`src/design/utf8d_pkg.sv`:
```
// ----------------------------------------------------------------------------
// utf8d_pkg: shared types and constants of the UTF-8 byte stream decoder
// Field widths, lead byte masks and the result record passed between stages.
// ----------------------------------------------------------------------------
package utf8d_pkg;

   localparam int unsigned BYTE_W = 8;
   localparam int unsigned CP_W   = 21;
   localparam int unsigned LEN_W  = 3;
   localparam int unsigned LEFT_W = 2;

   // Payload masks for the lead byte and continuation bytes
   localparam logic [BYTE_W-1:0] MASK_LEAD2 = 8'h1F;
   localparam logic [BYTE_W-1:0] MASK_LEAD3 = 8'h0F;
   localparam logic [BYTE_W-1:0] MASK_LEAD4 = 8'h07;
   localparam logic [BYTE_W-1:0] MASK_CONT  = 8'h3F;

   // Lead byte range boundaries
   localparam logic [BYTE_W-1:0] LEAD2_LO = 8'hC0;
   localparam logic [BYTE_W-1:0] LEAD3_LO = 8'hE0;
   localparam logic [BYTE_W-1:0] LEAD4_LO = 8'hF0;
   localparam logic [BYTE_W-1:0] LEAD4_HI = 8'hF8;

   typedef struct packed {
      logic [CP_W-1:0]  code_point;
      logic [LEN_W-1:0] seq_length;
   } rsp_type;

   // Sequence length implied by a lead byte
   function automatic logic [LEN_W-1:0] lead_length(input logic [BYTE_W-1:0] b);
      logic [LEN_W-1:0] len;
      if (b < LEAD2_LO) begin
         len = LEN_W'(1);
      end else if (b < LEAD3_LO) begin
         len = LEN_W'(2);
      end else if (b < LEAD4_LO) begin
         len = LEN_W'(3);
      end else if (b < LEAD4_HI) begin
         len = LEN_W'(4);
      end else begin
         len = LEN_W'(1);
      end
      return len;
   endfunction

   // Place a 6-bit group (or lead payload) at position 6*pos within the code point
   function automatic logic [CP_W-1:0] place_bits(input logic [BYTE_W-1:0] bits,
                                                   input logic [LEFT_W-1:0] pos);
      logic [CP_W-1:0] wide;
      logic [CP_W-1:0] placed;
      wide = CP_W'(bits);
      case (pos)
         2'd0:    placed = wide;
         2'd1:    placed = wide << 6;
         2'd2:    placed = wide << 12;
         default: placed = wide << 18;
      endcase
      return placed;
   endfunction

endpackage

```
`src/design/utf8d_in_reg.sv`:
```
// ----------------------------------------------------------------------------
// utf8d_in_reg: request input register
// Captures one byte per cycle while req_ready is high and holds it until the decode stage takes it.
// ----------------------------------------------------------------------------
module utf8d_in_reg (
   input  logic                          clock,
   input  logic                          reset,
   input  logic                          req_valid,
   output logic                          req_ready,
   input  logic [utf8d_pkg::BYTE_W-1:0]  req_in_byte,
   output logic                          byte_valid,
   output logic [utf8d_pkg::BYTE_W-1:0]  byte_data,
   input  logic                          byte_take
);

   logic                         valid_ff, valid_in;
   logic [utf8d_pkg::BYTE_W-1:0] byte_ff, byte_in;

   // Accept when empty or when the held byte leaves this cycle
   assign req_ready = !valid_ff || byte_take;

   always_comb begin
      valid_in = valid_ff;
      byte_in  = byte_ff;
      if (byte_take) begin
         valid_in = 1'b0;
      end
      if (req_valid && req_ready) begin
         valid_in = 1'b1;
         byte_in  = req_in_byte;
      end
   end

   always_ff @(posedge clock) begin
      if (reset) begin
         valid_ff <= 1'b0;
      end else begin
         valid_ff <= valid_in;
      end
      byte_ff <= byte_in;
   end

   assign byte_valid = valid_ff;
   assign byte_data  = byte_ff;

endmodule

```
`src/design/utf8d_core.sv`:
```
// ----------------------------------------------------------------------------
// utf8d_core: sequence decode
// Tracks the open sequence and assembles the code point one byte at a time.
// ----------------------------------------------------------------------------
module utf8d_core (
   input  logic                          clock,
   input  logic                          reset,
   input  logic                          step,
   input  logic [utf8d_pkg::BYTE_W-1:0]  byte_data,
   output logic                          res_valid,
   output utf8d_pkg::rsp_type            res_data
);

   logic [utf8d_pkg::LEFT_W-1:0] left_ff, left_in;
   logic [utf8d_pkg::CP_W-1:0]   partial_ff, partial_in;
   logic [utf8d_pkg::LEN_W-1:0]  length_ff, length_in;

   logic [utf8d_pkg::LEN_W-1:0]  lead_len;
   logic [utf8d_pkg::BYTE_W-1:0] payload;
   logic [utf8d_pkg::LEFT_W-1:0] left_dec;
   logic [utf8d_pkg::CP_W-1:0]   merged;

   assign lead_len = utf8d_pkg::lead_length(byte_data);
   assign left_dec = left_ff - utf8d_pkg::LEFT_W'(1);
   assign merged   = partial_ff
                   | utf8d_pkg::place_bits(byte_data & utf8d_pkg::MASK_CONT, left_dec);

   // Pick lead payload bits by sequence length
   always_comb begin
      case (lead_len)
         3'd2:    payload = byte_data & utf8d_pkg::MASK_LEAD2;
         3'd3:    payload = byte_data & utf8d_pkg::MASK_LEAD3;
         default: payload = byte_data & utf8d_pkg::MASK_LEAD4;
      endcase
   end

   // Advance the sequence state and form the result
   always_comb begin
      left_in             = left_ff;
      partial_in          = partial_ff;
      length_in           = length_ff;
      res_valid           = 1'b0;
      res_data.code_point = utf8d_pkg::CP_W'(byte_data);
      res_data.seq_length = utf8d_pkg::LEN_W'(1);
      if (step) begin
         if (left_ff == '0) begin
            if (lead_len == utf8d_pkg::LEN_W'(1)) begin
               res_valid = 1'b1;
            end else begin
               left_in    = utf8d_pkg::LEFT_W'(lead_len - utf8d_pkg::LEN_W'(1));
               length_in  = lead_len;
               partial_in = utf8d_pkg::place_bits(payload, left_in);
            end
         end else begin
            left_in    = left_dec;
            partial_in = merged;
            if (left_dec == '0) begin
               res_valid           = 1'b1;
               res_data.code_point = merged;
               res_data.seq_length = length_ff;
               partial_in          = '0;
               length_in           = '0;
            end
         end
      end
   end

   always_ff @(posedge clock) begin
      if (reset) begin
         left_ff    <= '0;
         partial_ff <= '0;
         length_ff  <= '0;
      end else begin
         left_ff    <= left_in;
         partial_ff <= partial_in;
         length_ff  <= length_in;
      end
   end

endmodule

```
`src/design/utf8d_out_reg.sv`:
```
// ----------------------------------------------------------------------------
// utf8d_out_reg: response output register
// Holds one decoded code point until the consumer takes it.
// ----------------------------------------------------------------------------
module utf8d_out_reg (
   input  logic                          clock,
   input  logic                          reset,
   input  logic                          res_valid,
   input  utf8d_pkg::rsp_type            res_data,
   output logic                          out_free,
   output logic                          rsp_valid,
   input  logic                          rsp_ready,
   output logic [utf8d_pkg::CP_W-1:0]    rsp_code_point,
   output logic [utf8d_pkg::LEN_W-1:0]   rsp_seq_length
);

   logic               valid_ff, valid_in;
   utf8d_pkg::rsp_type data_ff, data_in;

   // Free when empty or when the held response drains this cycle
   assign out_free = !valid_ff || rsp_ready;

   always_comb begin
      valid_in = valid_ff;
      data_in  = data_ff;
      if (valid_ff && rsp_ready) begin
         valid_in = 1'b0;
      end
      if (res_valid) begin
         valid_in = 1'b1;
         data_in  = res_data;
      end
   end

   always_ff @(posedge clock) begin
      if (reset) begin
         valid_ff <= 1'b0;
      end else begin
         valid_ff <= valid_in;
      end
      data_ff <= data_in;
   end

   assign rsp_valid      = valid_ff;
   assign rsp_code_point = data_ff.code_point;
   assign rsp_seq_length = data_ff.seq_length;

endmodule

```
`src/design/utf8_byte_stream_decoder.sv`:
```
// ----------------------------------------------------------------------------
// utf8_byte_stream_decoder: UTF-8 byte stream to code point decoder
//
//   channel | direction | ports
//   --------+-----------+-------------------------------------------------
//   req     | in        | req_valid, req_ready, req_in_byte[7:0]
//   rsp     | out       | rsp_valid, rsp_ready, rsp_code_point[20:0],
//           |           | rsp_seq_length[2:0]
//
// One byte is accepted per cycle while req_ready is high. A byte is held in
// the input register and is decoded on its way into the output register,
// so the byte that completes a sequence passes the input register and then
// the output register before its response is valid.
// Sustained rate is one byte per cycle while rsp does not stall, set by the single decode step.
// Synchronous reset closes any open sequence and empties both registers.
// A stall on rsp holds the output register and backs up into req_ready.
// ----------------------------------------------------------------------------
module utf8_byte_stream_decoder (
   input  logic                          clock,
   input  logic                          reset,
   input  logic                          req_valid,
   output logic                          req_ready,
   input  logic [utf8d_pkg::BYTE_W-1:0]  req_in_byte,
   output logic                          rsp_valid,
   input  logic                          rsp_ready,
   output logic [utf8d_pkg::CP_W-1:0]    rsp_code_point,
   output logic [utf8d_pkg::LEN_W-1:0]   rsp_seq_length
);

   logic                         byte_valid;
   logic [utf8d_pkg::BYTE_W-1:0] byte_data;
   logic                         out_free;
   logic                         step;
   logic                         res_valid;
   utf8d_pkg::rsp_type           res_data;

   // Decode a held byte whenever the output register can take its result
   assign step = byte_valid && out_free;

   utf8d_in_reg u_in_reg (
      .clock       (clock),
      .reset       (reset),
      .req_valid   (req_valid),
      .req_ready   (req_ready),
      .req_in_byte (req_in_byte),
      .byte_valid  (byte_valid),
      .byte_data   (byte_data),
      .byte_take   (step)
   );

   utf8d_core u_core (
      .clock     (clock),
      .reset     (reset),
      .step      (step),
      .byte_data (byte_data),
      .res_valid (res_valid),
      .res_data  (res_data)
   );

   utf8d_out_reg u_out_reg (
      .clock          (clock),
      .reset          (reset),
      .res_valid      (res_valid),
      .res_data       (res_data),
      .out_free       (out_free),
      .rsp_valid      (rsp_valid),
      .rsp_ready      (rsp_ready),
      .rsp_code_point (rsp_code_point),
      .rsp_seq_length (rsp_seq_length)
   );

endmodule
```
`config.mk`:
```
export PLATFORM = sky130hd
export DESIGN_NAME = utf8_byte_stream_decoder
export DESIGN_NICKNAME = d
export VERILOG_FILES = /design/src/design/utf8d_pkg.sv /design/src/design/utf8d_in_reg.sv /design/src/design/utf8d_core.sv /design/src/design/utf8d_out_reg.sv /design/src/design/utf8_byte_stream_decoder.sv
export SDC_FILE = /design/constraint.sdc
export NUM_CORES = 1
export LEC_CHECK = 0
export ABC_AREA = 1
export CORE_MARGIN = 2
export CORE_UTILIZATION = 56
export DETAILED_ROUTE_END_ITERATION = 6
export DONT_BUFFER_PORTS = 1
export PLACE_DENSITY = 0.78
export SLEW_MARGIN = 20
export SYNTH_ARGS = -nofsm -noshare
export SYNTH_HDL_FRONTEND = slang
export SYNTH_HIERARCHICAL = 1
export SYNTH_SLANG_ARGS = --single-unit
```
`constraint.sdc`:
```
create_clock -name clock -period 3 [get_ports clock]
set_input_delay 0.9 -clock clock [delete_from_list [all_inputs] [get_ports clock]]
set_output_delay 0.9 -clock clock [all_outputs]
set_load 0.005 [all_outputs]
```
==> results.json <==
{
  "rsz0062_at_grt": "false",
  "hold_path_class": "register to register",
  "worstReg2RegStart": "u_in_reg/byte_data[4]",
  "place_congestion": 0.8759,
  "mostFrequentLayoutCells": "nand2_1, inv_1, nand3_1",
  "p_leak_nw": 1.191,
  "ant_nets": 0,
  "netlist_instances": 278,
  "port_buffers": 0,
  "crit_arrival_ps": 1370,
  "grt_pass1_vias": 1615,
  "post_cts_buffers": 0,
  "rows": 24,
  "slew_headroom": 0.5707,
  "grt_overflow": 0,
  "track_usage": 0.1914,
  "dp_hpwl_mm": 3.118,
  "min_from": "u_core/partial_ff[11]",
  "die_h_um": 72.04,
  "numCtsBuffers": 9,
  "cts_max_level": 3,
  "dr.pass1.iters": 4,
  "initial_utilization": 0.5873,
  "critPathKind": "primary input to primary output",
  "drive_gt1_frac": 0.1414,
  "hold_viol_final": 0,
  "layout_commonest_cell": "nand2_1",
  "cts_tree": "done",
  "critical_path.top_delay_family": "buffers and inverters",
  "wl_per_cell_um": 12.70,
  "die_area_mm2": 0.005190,
  "power_mw": 1.595,
  "r2r_cells": 9,
  "synth_cell_types": 24,
  "syn_to_final_growth_pct": 7.143,
  "cp_slowest_stage_delay_ps": 190,
  "core_area_mm2": 0.004414,
  "fin_crit_ps": 2275,
  "vdd_drop_max_uv": 345.4,
  "path_clk_slew_ps": 60,
  "drt_iter0_markers": 162,
  "fp.dieW_um": 72.04,
  "num_antenna_cells": 0,
  "maxSlewViolCount": 0,
  "maxCapViolCount": 0,
  "grt_max_degree": 22,
  "final_cells": 342,
  "tns_ps": 0,
  "cp-end-kind": "primary output",
  "path_cells": "inv_1 > nand2_2 > nand2_1 > inv_1 > inv_2 > nand2_2",
  "avgSynthCellArea_um2": 9.325,
  "ys_seq_area_frac": 0.5869,
  "hold_buffers": 0,
  "dp.cells": 326,
  "viasPerCell": 5.184,
  "crit_start": "rsp_ready",
  "cts_root_buf": "clkbuf_8",
  "crit_path_start_kind": "primary input",
  "grt_pass1_wl_mm": 7.300,
  "num-fill-cells": 374,
  "cp.required_ps": 2100,
  "setup_violations": 0,
  "ys.warnings.count": 6,
  "vias": 1773,
  "fin_nets": 301,
  "fmax_ghz": 0.4396,
  "boundaryPins": 38,
  "clock_latency_ps": 330,
  "path_depth": 6,
  "worst_pin_slew_ps": 644.0,
  "antenna_found_initial": 0,
  "outcome": "complete, no violations",
  "clockBufferDepth": 2,
  "synth.cell_area_mm2": 0.002592,
  "post_cts_resized": 0,
  "fin_skew_ps": 5.928,
  "p_per_area_mw_per_mm2": 574.3,
  "finalCritPeriodShare": 0.7583,
  "clock_sinks": 60,
  "path_max_fanout": 7,
  "wirelength_mm": 4.345,
  "cpMaxStageDelayCell": "inv_1",
  "drc": 0,
  "synth_fp_nets": 294,
  "cp_num_buf_inv": 3,
  "ys_seq_elements": 60,
  "holdPathStages": 2
}
## routing by layer
| metal | global-route usage | up-vias | part of all wire |
|---|---|---|---|
| li1 | - | 897 | - |
| met3 | 0.07639 | 11 | 0.074 |
| met1 | 0.2473 | 795 | 0.45 |
| met2 | 0.2840 | 70 | 0.46 |
| met4 | 0.08805 | 0 | 0.020 |
| met5 | 0 | - | 0 |
## Yosys cell counts
library cell / count / share of area
nand2_1: 49 / 0.071
inv_1: 43 / 0.062
nand3_1: 38 / 0.073
nor2_1: 33 / 0.048
edfxtp_1: 32 / 0.37
dfxtp_1: 28 / 0.22
a21oi_1: 10 / 0.019
nor2_2: 6 / 0.014
buf_6: 4 / 0.017
ha_1: 4 / 0.019
nand2_2: 4 / 0.0097
o21ai_0: 4 / 0.0077
inv_2: 3 / 0.0043
inv_4: 3 / 0.0072
nand4_1: 3 / 0.0072
o21ai_2: 3 / 0.010
a21oi_2: 2 / 0.0068
buf_2: 2 / 0.0039
nor2_4: 2 / 0.0087
clkbuf_1: 1 / 0.0014
nand2_4: 1 / 0.0043
nand3_4: 1 / 0.0068
nor2_8: 1 / 0.0077
or2_1: 1 / 0.0024
## state kept, by name, indices dropped and copies added (netlist names)
register and flops:
u_out_reg/rsp_code_point 21, u_in_reg/byte_data 8, u_core/partial_ff 21, u_core/left_ff 2, u_out_reg/rsp_seq_length 3, u_core/length_ff 3, u_out_reg/rsp_valid 1, u_in_reg/byte_valid 1
## report_power, final
part	leakage [nW]	internal (mW)	switching, mW
sequential	0.537	0.897	0.0165
combinational	0.575	0.0301	0.0815
clock	0.0788	0.295	0.275
## per-stage QoR
step / hold slack, ps / area, µm² / setup slack, ps / util
4_1_cts: 459.5 / 2778 / 715.6 / 0.6293
3_3_place_gp: 447.4 / 2625 / 703.9 / 0.5947
2_1_floorplan: 431.2 / 2596 / 377.1 / -
5_1_grt: 487.2 / 2778 / 566.8 / 0.6293
3_5_place_dp: 451.9 / 2625 / 640.3 / 0.5947
6_report: 455.6 / 2778 / 725.2 / 0.6293
## layout make-up
| type | instances | area [µm²] | share of cell area |
|---|---|---|---|
| flip-flops and latches | 60 | 1521 | 0.5477 |
| multi-input cells | 162 | 824.5 | 0.2968 |
| inverters | 49 | 191.4 | 0.06892 |
| clock buffers | 13 | 138.9 | 0.05000 |
| well taps | 52 | 65.06 | 0.02342 |
| repair buffers | 3 | 22.52 | 0.008108 |
| clock inverters | 3 | 13.76 | 0.004955 |
## tightest hold or removal path: cells and delay by family (launching register included)
family,cells,cell delay [ps]
AOI/OAI and AO/OA,1,50
DFF,1,310
and+or+nand+nor,1,60
## cells by family after synthesis
family | synth area share
and+or+nand+nor | 0.2534
AOI/OAI and AO/OA | 0.04392
DFF | 0.5869
adders and majority gates | 0.01931
buffers and inverters | 0.09652
## final timing paths
kind | end | slack [ps]
max | req_ready | 730
min | u_core/partial_ff[11] | 460
max reg2reg | u_out_reg/rsp_code_point[12] | 770
min reg2reg | u_core/partial_ff[11] | 460
Power figures use the tool's default switching activity.
